`src/hdl/websocket_frame_deframer_core_defines.svh`:
```
// assertion macros for the websocket frame deframer
`ifndef WEBSOCKET_FRAME_DEFRAMER_CORE_DEFINES_SVH
`define WEBSOCKET_FRAME_DEFRAMER_CORE_DEFINES_SVH
`ifndef SYNTHESIS
`define WSDF_ASSERT(lbl, prop) \
  lbl: assert property (@(posedge clk) disable iff (!rst_n) prop) \
    else $error("wsdf assertion failed");
`define WSDF_ASSERT_ALWAYS(lbl, prop) \
  lbl: assert property (@(posedge clk) prop) \
    else $error("wsdf assertion failed");
`else
`define WSDF_ASSERT(lbl, prop)
`define WSDF_ASSERT_ALWAYS(lbl, prop)
`endif
`endif

```
`src/hdl/wsdf_pkg.sv`:
```
// types and constants shared by the websocket frame deframer
package wsdf_pkg;

  localparam int unsigned MAX_HEADER_BYTES = 14;
  localparam int unsigned LEN_W = 63;

  localparam logic [3:0] HDR_BASE_END = 4'd2;
  localparam logic [3:0] LEN16_END    = 4'd4;
  localparam logic [3:0] LEN64_END    = 4'(MAX_HEADER_BYTES - 4);
  localparam logic [3:0] KEY_BYTES    = 4'd4;
  localparam logic [6:0] LEN_CODE_16  = 7'd126;
  localparam logic [6:0] LEN_CODE_64  = 7'd127;

  localparam logic [LEN_W-1:0] MAX_LEN_RESET = 63'd5000000;

  localparam logic [0:0] CFG_MAX_LEN  = 1'b0;
  localparam logic [0:0] CFG_REQ_MASK = 1'b1;

  typedef enum logic [2:0] {
    PH_HDR0,
    PH_HDR1,
    PH_EXT,
    PH_KEY,
    PH_DATA,
    PH_DROP
  } phase_t;

  typedef enum logic [1:0] {
    KIND_HDR,
    KIND_DATA,
    KIND_ERR
  } kind_t;

  typedef enum logic [2:0] {
    ST_OK,
    ST_UNMASKED,
    ST_TOO_LONG,
    ST_HDR_TRUNC,
    ST_PAY_TRUNC
  } status_t;

  typedef struct packed {
    logic [LEN_W-1:0] max_len;
    logic             req_mask;
  } cfg_t;

  typedef struct packed {
    logic [7:0] data;
    logic       eob;
  } item_t;

endpackage

```
`src/hdl/wsdf_in_reg.sv`:
```
// input register stage for received bytes
module wsdf_in_reg import wsdf_pkg::*; (
  input  logic       clk,
  input  logic       rst_n,
  input  logic       in_valid,
  output logic       in_ready,
  input  logic [7:0] in_byte,
  input  logic       in_end,
  output logic       s1_valid,
  output item_t      s1_item,
  input  logic       s1_take
);

  logic  valid_r;
  logic  valid_nxt;
  item_t item_r;

  assign in_ready = !valid_r || s1_take;

  always_comb begin
    valid_nxt = valid_r;
    if (in_valid && in_ready) begin
      valid_nxt = 1'b1;
    end else if (s1_take) begin
      valid_nxt = 1'b0;
    end
  end

  always_ff @(posedge clk) begin
    if (!rst_n) begin
      valid_r <= 1'b0;
    end else begin
      valid_r <= valid_nxt;
    end
  end

  always_ff @(posedge clk) begin
    if (in_valid && in_ready) begin
      item_r.data <= in_byte;
      item_r.eob  <= in_end;
    end
  end

  assign s1_valid = valid_r;
  assign s1_item  = item_r;

endmodule

```
`src/hdl/wsdf_cfg_regs.sv`:
```
// configuration registers for the deframer
module wsdf_cfg_regs import wsdf_pkg::*; (
  input  logic             clk,
  input  logic             rst_n,
  input  logic             cfg_valid,
  output logic             cfg_ready,
  input  logic [0:0]       cfg_index,
  input  logic [LEN_W-1:0] cfg_data,
  output cfg_t             cfg
);

  cfg_t cfg_r;
  cfg_t cfg_nxt;

  assign cfg_ready = 1'b1;

  always_comb begin
    cfg_nxt = cfg_r;
    if (cfg_valid) begin
      unique case (cfg_index)
        CFG_MAX_LEN:  cfg_nxt.max_len  = cfg_data;
        CFG_REQ_MASK: cfg_nxt.req_mask = cfg_data[0];
        default:      cfg_nxt = cfg_r;
      endcase
    end
  end

  always_ff @(posedge clk) begin
    if (!rst_n) begin
      cfg_r.max_len  <= MAX_LEN_RESET;
      cfg_r.req_mask <= 1'b1;
    end else begin
      cfg_r <= cfg_nxt;
    end
  end

  assign cfg = cfg_r;

endmodule

```
`src/hdl/wsdf_parser.sv`:
```
// frame header parser, payload unmasking and result register
`include "websocket_frame_deframer_core_defines.svh"
module wsdf_parser import wsdf_pkg::*; (
  input  logic             clk,
  input  logic             rst_n,
  input  cfg_t             cfg,
  input  logic             s1_valid,
  input  item_t            s1_item,
  output logic             s1_take,
  output logic             out_valid,
  input  logic             out_ready,
  output logic [1:0]       out_kind,
  output logic [7:0]       out_data,
  output logic             out_fin,
  output logic [2:0]       out_rsv,
  output logic [3:0]       out_opcode,
  output logic [LEN_W-1:0] out_length,
  output logic [2:0]       out_status,
  output logic             out_last
);

  phase_t           phase_r, phase_nxt;
  logic [3:0]       hidx_r, hidx_nxt;
  logic [7:0]       fhb_r, fhb_nxt;
  logic [6:0]       lc_r, lc_nxt;
  logic             mb_r, mb_nxt;
  logic [63:0]      pl_r, pl_nxt;
  logic [31:0]      key_r, key_nxt;
  logic [LEN_W-1:0] rem_r, rem_nxt;
  logic [1:0]       kidx_r, kidx_nxt;

  logic             res_valid;
  kind_t            res_kind;
  status_t          res_status;
  logic             res_last;
  logic [7:0]       res_data;
  logic             do_len;
  logic             do_hdr;
  logic             frame_done;
  logic [3:0]       ext_end;
  logic [3:0]       key_end;
  logic [7:0]       key_byte;
  logic [7:0]       b;
  logic             eob;

  logic             out_valid_r, out_valid_nxt;
  kind_t            out_kind_r;
  logic [7:0]       out_data_r;
  logic             out_fin_r;
  logic [2:0]       out_rsv_r;
  logic [3:0]       out_opcode_r;
  logic [LEN_W-1:0] out_length_r;
  status_t          out_status_r;
  logic             out_last_r;

  assign s1_take = s1_valid && (!out_valid_r || out_ready);
  assign b       = s1_item.data;
  assign eob     = s1_item.eob;

  assign ext_end    = (lc_r == LEN_CODE_16) ? LEN16_END : LEN64_END;
  assign key_end    = ((lc_r < LEN_CODE_16) ? HDR_BASE_END : ext_end) + KEY_BYTES;
  assign frame_done = s1_take && res_valid && res_last;

  always_comb begin
    unique case (kidx_r)
      2'd0:    key_byte = key_r[31:24];
      2'd1:    key_byte = key_r[23:16];
      2'd2:    key_byte = key_r[15:8];
      default: key_byte = key_r[7:0];
    endcase
  end

  always_comb begin
    phase_nxt  = phase_r;
    hidx_nxt   = hidx_r;
    fhb_nxt    = fhb_r;
    lc_nxt     = lc_r;
    mb_nxt     = mb_r;
    pl_nxt     = pl_r;
    key_nxt    = key_r;
    rem_nxt    = rem_r;
    kidx_nxt   = kidx_r;
    res_valid  = 1'b0;
    res_kind   = KIND_ERR;
    res_status = ST_OK;
    res_last   = 1'b0;
    res_data   = 8'd0;
    do_len     = 1'b0;
    do_hdr     = 1'b0;

    unique case (phase_r)
      PH_HDR0: begin
        fhb_nxt   = b;
        lc_nxt    = 7'd0;
        mb_nxt    = 1'b0;
        pl_nxt    = 64'd0;
        key_nxt   = 32'd0;
        kidx_nxt  = 2'd0;
        hidx_nxt  = 4'd1;
        phase_nxt = PH_HDR1;
        if (eob) begin
          res_valid  = 1'b1;
          res_status = ST_HDR_TRUNC;
          res_last   = 1'b1;
          phase_nxt  = PH_HDR0;
        end
      end
      PH_HDR1: begin
        mb_nxt   = b[7];
        lc_nxt   = b[6:0];
        hidx_nxt = HDR_BASE_END;
        if (!b[7] && cfg.req_mask) begin
          res_valid  = 1'b1;
          res_status = ST_UNMASKED;
          res_last   = 1'b1;
          phase_nxt  = eob ? PH_HDR0 : PH_DROP;
        end else if (b[6:0] < LEN_CODE_16) begin
          pl_nxt = {57'd0, b[6:0]};
          do_len = 1'b1;
        end else begin
          phase_nxt = PH_EXT;
          if (eob) begin
            res_valid  = 1'b1;
            res_status = ST_HDR_TRUNC;
            res_last   = 1'b1;
            phase_nxt  = PH_HDR0;
          end
        end
      end
      PH_EXT: begin
        pl_nxt   = {pl_r[55:0], b};
        hidx_nxt = hidx_r + 4'd1;
        if (hidx_nxt == ext_end) begin
          do_len = 1'b1;
        end else if (eob) begin
          res_valid  = 1'b1;
          res_status = ST_HDR_TRUNC;
          res_last   = 1'b1;
          phase_nxt  = PH_HDR0;
        end
      end
      PH_KEY: begin
        key_nxt  = {key_r[23:0], b};
        hidx_nxt = hidx_r + 4'd1;
        if (hidx_nxt == key_end) begin
          do_hdr = 1'b1;
        end else if (eob) begin
          res_valid  = 1'b1;
          res_status = ST_HDR_TRUNC;
          res_last   = 1'b1;
          phase_nxt  = PH_HDR0;
        end
      end
      PH_DATA: begin
        kidx_nxt  = kidx_r + 2'd1;
        rem_nxt   = rem_r - LEN_W'(1);
        res_valid = 1'b1;
        res_kind  = KIND_DATA;
        res_data  = b ^ key_byte;
        if (rem_r == {{(LEN_W-1){1'b0}}, 1'b1}) begin
          res_last  = 1'b1;
          phase_nxt = PH_HDR0;
        end else if (eob) begin
          res_status = ST_PAY_TRUNC;
          res_last   = 1'b1;
          phase_nxt  = PH_HDR0;
        end
      end
      PH_DROP: begin
        if (eob) begin
          phase_nxt = PH_HDR0;
        end
      end
      default: phase_nxt = PH_HDR0;
    endcase

    // length complete
    if (do_len) begin
      if (pl_nxt > {1'b0, cfg.max_len}) begin
        res_valid  = 1'b1;
        res_status = ST_TOO_LONG;
        res_last   = 1'b1;
        phase_nxt  = eob ? PH_HDR0 : PH_DROP;
      end else if (mb_nxt) begin
        phase_nxt = PH_KEY;
        if (eob) begin
          res_valid  = 1'b1;
          res_status = ST_HDR_TRUNC;
          res_last   = 1'b1;
          phase_nxt  = PH_HDR0;
        end
      end else begin
        do_hdr = 1'b1;
      end
    end

    // header complete
    if (do_hdr) begin
      res_valid = 1'b1;
      res_kind  = KIND_HDR;
      if (pl_nxt == 64'd0) begin
        res_last  = 1'b1;
        phase_nxt = PH_HDR0;
      end else if (eob) begin
        res_status = ST_PAY_TRUNC;
        res_last   = 1'b1;
        phase_nxt  = PH_HDR0;
      end else begin
        phase_nxt = PH_DATA;
        rem_nxt   = pl_nxt[LEN_W-1:0];
        kidx_nxt  = 2'd0;
      end
    end
  end

  always_ff @(posedge clk) begin
    if (!rst_n) begin
      phase_r <= PH_HDR0;
      hidx_r  <= 4'd0;
      fhb_r   <= 8'd0;
      lc_r    <= 7'd0;
      mb_r    <= 1'b0;
      pl_r    <= 64'd0;
      key_r   <= 32'd0;
      rem_r   <= '0;
      kidx_r  <= 2'd0;
    end else if (s1_take) begin
      phase_r <= phase_nxt;
      hidx_r  <= hidx_nxt;
      fhb_r   <= fhb_nxt;
      lc_r    <= lc_nxt;
      mb_r    <= mb_nxt;
      pl_r    <= pl_nxt;
      key_r   <= key_nxt;
      rem_r   <= rem_nxt;
      kidx_r  <= kidx_nxt;
    end
  end

  always_comb begin
    out_valid_nxt = out_valid_r;
    if (s1_take) begin
      out_valid_nxt = res_valid;
    end else if (out_ready) begin
      out_valid_nxt = 1'b0;
    end
  end

  always_ff @(posedge clk) begin
    if (!rst_n) begin
      out_valid_r <= 1'b0;
    end else begin
      out_valid_r <= out_valid_nxt;
    end
  end

  always_ff @(posedge clk) begin
    if (s1_take && res_valid) begin
      out_kind_r   <= res_kind;
      out_data_r   <= res_data;
      out_status_r <= res_status;
      out_last_r   <= res_last;
      if (res_kind == KIND_DATA) begin
        out_fin_r    <= 1'b0;
        out_rsv_r    <= 3'd0;
        out_opcode_r <= 4'd0;
        out_length_r <= '0;
      end else begin
        out_fin_r    <= fhb_nxt[7];
        out_rsv_r    <= fhb_nxt[6:4];
        out_opcode_r <= fhb_nxt[3:0];
        out_length_r <= pl_nxt[LEN_W-1:0];
      end
    end
  end

  assign out_valid  = out_valid_r;
  assign out_kind   = out_kind_r;
  assign out_data   = out_data_r;
  assign out_fin    = out_fin_r;
  assign out_rsv    = out_rsv_r;
  assign out_opcode = out_opcode_r;
  assign out_length = out_length_r;
  assign out_status = out_status_r;
  assign out_last   = out_last_r;

  `WSDF_ASSERT(a_data_rem_nonzero, phase_r == PH_DATA |-> rem_r != '0)
  `WSDF_ASSERT(a_ext_long_code, phase_r == PH_EXT |-> lc_r == LEN_CODE_16 || lc_r == LEN_CODE_64)
  `WSDF_ASSERT(a_last_ends_frame, frame_done |=> phase_r == PH_HDR0 || phase_r == PH_DROP)
  `WSDF_ASSERT(a_key_before_end, phase_r == PH_KEY |-> hidx_r < key_end)
  `WSDF_ASSERT_ALWAYS(a_no_take_in_reset, !rst_n |=> !out_valid_r)

endmodule

```
`src/hdl/websocket_frame_deframer_core.sv`:
```
// top level of the websocket frame deframer
// an accepted byte passes the input reg and then the result reg before its result shows
// throughput: one byte per cycle; while a result waits for out_ready one more byte
// enters the input reg, then in_ready stays low until the result leaves
// bytes that finish no header or payload step give no result
// reset (rst_n low, synchronous) empties both stages, returns the parser to the first
// header byte and loads max_payload_len 5000000 and require_mask 1
module websocket_frame_deframer_core import wsdf_pkg::*; (
  input  logic             clk,
  input  logic             rst_n,
  input  logic             in_valid,
  output logic             in_ready,
  input  logic [7:0]       in_byte,
  input  logic             in_end,
  output logic             out_valid,
  input  logic             out_ready,
  output logic [1:0]       out_kind,
  output logic [7:0]       out_data,
  output logic             out_fin,
  output logic [2:0]       out_rsv,
  output logic [3:0]       out_opcode,
  output logic [LEN_W-1:0] out_length,
  output logic [2:0]       out_status,
  output logic             out_last,
  input  logic             cfg_valid,
  output logic             cfg_ready,
  input  logic [0:0]       cfg_index,
  input  logic [LEN_W-1:0] cfg_data
);

  cfg_t  cfg;
  logic  s1_valid;
  item_t s1_item;
  logic  s1_take;

  wsdf_cfg_regs u_cfg (
    .clk       (clk),
    .rst_n     (rst_n),
    .cfg_valid (cfg_valid),
    .cfg_ready (cfg_ready),
    .cfg_index (cfg_index),
    .cfg_data  (cfg_data),
    .cfg       (cfg)
  );

  wsdf_in_reg u_in (
    .clk      (clk),
    .rst_n    (rst_n),
    .in_valid (in_valid),
    .in_ready (in_ready),
    .in_byte  (in_byte),
    .in_end   (in_end),
    .s1_valid (s1_valid),
    .s1_item  (s1_item),
    .s1_take  (s1_take)
  );

  wsdf_parser u_parse (
    .clk        (clk),
    .rst_n      (rst_n),
    .cfg        (cfg),
    .s1_valid   (s1_valid),
    .s1_item    (s1_item),
    .s1_take    (s1_take),
    .out_valid  (out_valid),
    .out_ready  (out_ready),
    .out_kind   (out_kind),
    .out_data   (out_data),
    .out_fin    (out_fin),
    .out_rsv    (out_rsv),
    .out_opcode (out_opcode),
    .out_length (out_length),
    .out_status (out_status),
    .out_last   (out_last)
  );

endmodule
```
`config.mk`:
```
export PLATFORM = sky130hd
export DESIGN_NAME = websocket_frame_deframer_core
export DESIGN_NICKNAME = d
export VERILOG_FILES = /design/src/hdl/wsdf_pkg.sv /design/src/hdl/wsdf_in_reg.sv /design/src/hdl/wsdf_cfg_regs.sv /design/src/hdl/wsdf_parser.sv /design/src/hdl/websocket_frame_deframer_core.sv
export VERILOG_INCLUDE_DIRS = /design/src /design/src/hdl
export SDC_FILE = /design/constraint.sdc
export NUM_CORES = 1
export LEC_CHECK = 0
export CAP_MARGIN = 20
export CORE_MARGIN = 4
export CORE_UTILIZATION = 55
export CTS_CLUSTER_SIZE = 12
export DETAILED_ROUTE_END_ITERATION = 12
export DONT_BUFFER_PORTS = 1
export PLACE_DENSITY = 0.7
export SLEW_MARGIN = 5
export SYNTH_ARGS = -nofsm -noshare
export SYNTH_HDL_FRONTEND = slang
export SYNTH_SLANG_ARGS = --single-unit
```
`constraint.sdc`:
```
create_clock -name clk -period 10.85 [get_ports clk]
set_input_delay 1.085 -clock clk [delete_from_list [all_inputs] [get_ports clk]]
set_output_delay 1.085 -clock clk [all_outputs]
set_load 0.02 [all_outputs]
```
==> impl_results.md <==
- Stages on worst setup path: 15
- Critical path's top delay family: buffers and inverters
- Final HPWL DP: 38400 um
- Power, Total: 3.22 mW
- Post-synth EDFFs: 94
- Mapped cell area: 17800 sq um
- Total iterations of the first detailed-routing run: 7
- Clk buf depth: 3
- Worst Tran Pin Value: 1.08 ns
- GPL Wtd Cong: 1.01
- WL final: 55400 um
- Mapped Cells: 2140
- Root Driver: clkbuf_16
- Status: finished clean
- Die W: 188 um
- Total Die Area: 35400 sq um
- Worst Hold Class: register to register
- Post-layout min period: 6.70 ns
- Largest stage delay on the critical path: 0.90 ns
- Critical Path Start: u_parse.phase_r[2]
- Clock Pin Slew Worst Setup and Hold Paths: 0.06 ns
- Flip-flop and latch count after synthesis: 344
- Core Footprint: 31800 sq um
- WL per Instance: 22.1 um
- Die Ht: 188 um
- Setup slack at placement: 4.36 ns
- CTS Hold Buffers Added: 0
- Leak: 7.14 nW
- Netlist cell types: 92
- Finished Core Util: 60.4%
- Post-cts resize count: 0
- Fin nets: 2198
- Final Hold Viols: 0
- IO buf count: 0
- Gr usage total: 30.0%
- Setup CP Type: register to register
- Buf+Inv Stages, Crit Path: 5
- Setup crit end kind: register
- Reg2reg end: u_parse.out_length[47]
- CTS tree: done
- Slew HR: 26.3%
- I/O pin cnt: 166
- Starting Density: 56.1%
- Postcts setup bufs: 0
- Vias in the first global route: 14.9k
- Worst EP arrival: 6.85 ns
- Drt drc: 0
- Total number of vias: 16.4k
- First-pass GRT wire length: 86000 um
- CP Launch Type: register
- PD cells: 168 nW/um^2
- R2R cell count: 15
- Clock Skew: 0.0141 ns
- Max FO, Critical Path: 75
- Initial antenna violation count: 0
- Hold Slack: 0.452 ns
- FFs w/ async S/R, synth: 0%
- Fin cells: 2512
- Final period util: 61.8%
- Worst Setup EP: u_parse.out_length[47]
- RSZ-0062 raised after global routing: false
- Worst-skew pair later-pin latency: 0.53 ns
- Ant diodes: 0
- Row Count: 65
- Post-Layout Inst Area: 19200 sq um
- Final setup viols: 0
- Placement Cell Area: 18000 sq um
- R2R setup slack: 4.15 ns
- DRT iter0 DRCs: 2416
- Post-DR vias/cell: 6.54
- Final setup margin: 4.15 ns
- Data required time at the worst endpoint: 11.00 ns
- Syn avg cell area: 8.33 sq um
- Most frequent cells in the layout: nand2_1, dfxtp_1, nor2_1, a21oi_1, inv_1
- Post-synth net total: 2288
- Sink Count: 344
- Synth Warn #: 0
- Layout cells sized above 1: 6.36%
- Grt ovf: 0
- Slowest cell on crit path: nor4_1
- Antenna Nets Post-Route: 0
- Seq/Total Area, Yosys: 43.9%
- Commonest non-fill, non-tap cell in the layout: nand2_1
- Setup TNS: 0 ns
- Fin. max-slew vios: 0
- H-tree Lvls: 2
- Cell Count Post-Placement: 2445
- Main synth FF type: dfxtp_1
- Crit-path cells: clkinv_1, nand2_2, buf_4, a22oi_1, inv_1, ha_1, nand4_1, nor4_1, inv_1, a211oi_1, nor4_1, o211ai_1, nor3_1, nor2_4, buf_4
- Pin count of the biggest net entering global routing: 106
- CTS Buf Count: 38
- Synth-to-layout area growth: 7.63%
- Max Cap Viol: 0
- R2R Path Start: u_parse.phase_r[2]
- Worst VDD drop: 0.125 mV
- Fmax: 149 MHz
-- sequential cells by signal (all words and copies together) (netlist names), 7 cells and up --
signal and count:
u_parse.out_length 63, u_cfg.cfg 64, u_in.s1_item 9, u_parse.fhb_r 8
u_parse.lc_r 7, u_parse.key_r 32, u_parse.pl_r 64, u_parse.out_data 8
u_parse.rem_r 63
-- cell families (layout without fill, tap and decap cells) --
logic type / after synthesis / after routing / share of synthesized area (%)
compound gates: 629 / 629 / 23.6
simple gates: 780 / 780 / 20.1
other cells: 1 / 1 / 0.0210
buf+inv: 302 / 239 / 6.73
xor+xnor: 12 / 12 / 0.589
fa+ha+maj: 70 / 70 / 4.91
mux: 2 / 2 / 0.133
flops: 344 / 344 / 43.9
-- per-layer routing --
layer	track usage, %	share of wire [%]	up-vias
met3	7.06	12	89
met2	42.7	41	942
met4	7.20	2.1	0
li1	-	-	7591
met5	0	0	-
met1	45.9	44	7797
-- cell type report --
type	count	area, sq um
clock buffers	53	1050
clock inverters	14	148
fillers	2794	12600
inverters	141	534
multi-input cells	1494	8850
flip-flops and latches	344	7830
well taps	435	544
repair buffers	31	240
-- cell usage after synthesis, drive strengths merged, types with 13 or more instances --
cell	number	area (sq um)
clkbuf	116	435
a21oi	185	926
inv	138	518
ha	70	876
o311ai	23	201
a31oi	25	156
dfxtp	250	5000
a221oi	13	114
nand3	72	360
nor4	32	206
nor2	199	749
nor3	46	246
o21ai	102	514
or3	19	119
a211oi	105	863
o211ai	25	188
buf	45	236
edfxtp	94	2820
nand2	304	1140
a22oi	60	450
nand4	30	188
-- worst register-to-register path, stage by stage (launching register included) --
cell,delay (ns)
dfxtp_1,0.78
clkinv_1,0.68
nand2_2,0.17
buf_4,0.55
a22oi_1,0.33
inv_1,0.12
ha_1,0.17
nand4_1,0.17
nor4_1,0.90
inv_1,0.20
a211oi_1,0.46
nor4_1,0.20
o211ai_1,0.31
nor3_1,0.16
nor2_4,0.30
buf_4,0.74
-- how the worst min path moves through the flow --
stage / from / endpoint / slack, ns / cells past startpoint
after floorplan: u_parse.key_r[31] / u_parse.key_r[31] / 0.43 / 2
after global placement: u_parse.key_r[24] / u_parse.key_r[24] / 0.44 / 2
after detailed placement: u_cfg.cfg[55] / u_cfg.cfg[55] / 0.45 / 2
after CTS: u_cfg.cfg[55] / u_cfg.cfg[55] / 0.46 / 2
after global routing: u_parse.key_r[26] / u_parse.key_r[26] / 0.47 / 2
final: u_parse.key_r[28] / u_parse.key_r[28] / 0.45 / 2
-- where the power goes --
| group | internal (mW) | leakage [nW] | switching, mW |
|---|---|---|---|
| clock | 0.746 | 0.584 | 0.515 |
| sequential | 1.39 | 2.89 | 0.0900 |
| combinational | 0.150 | 3.66 | 0.331 |
(Power assumes the default switching activity.)
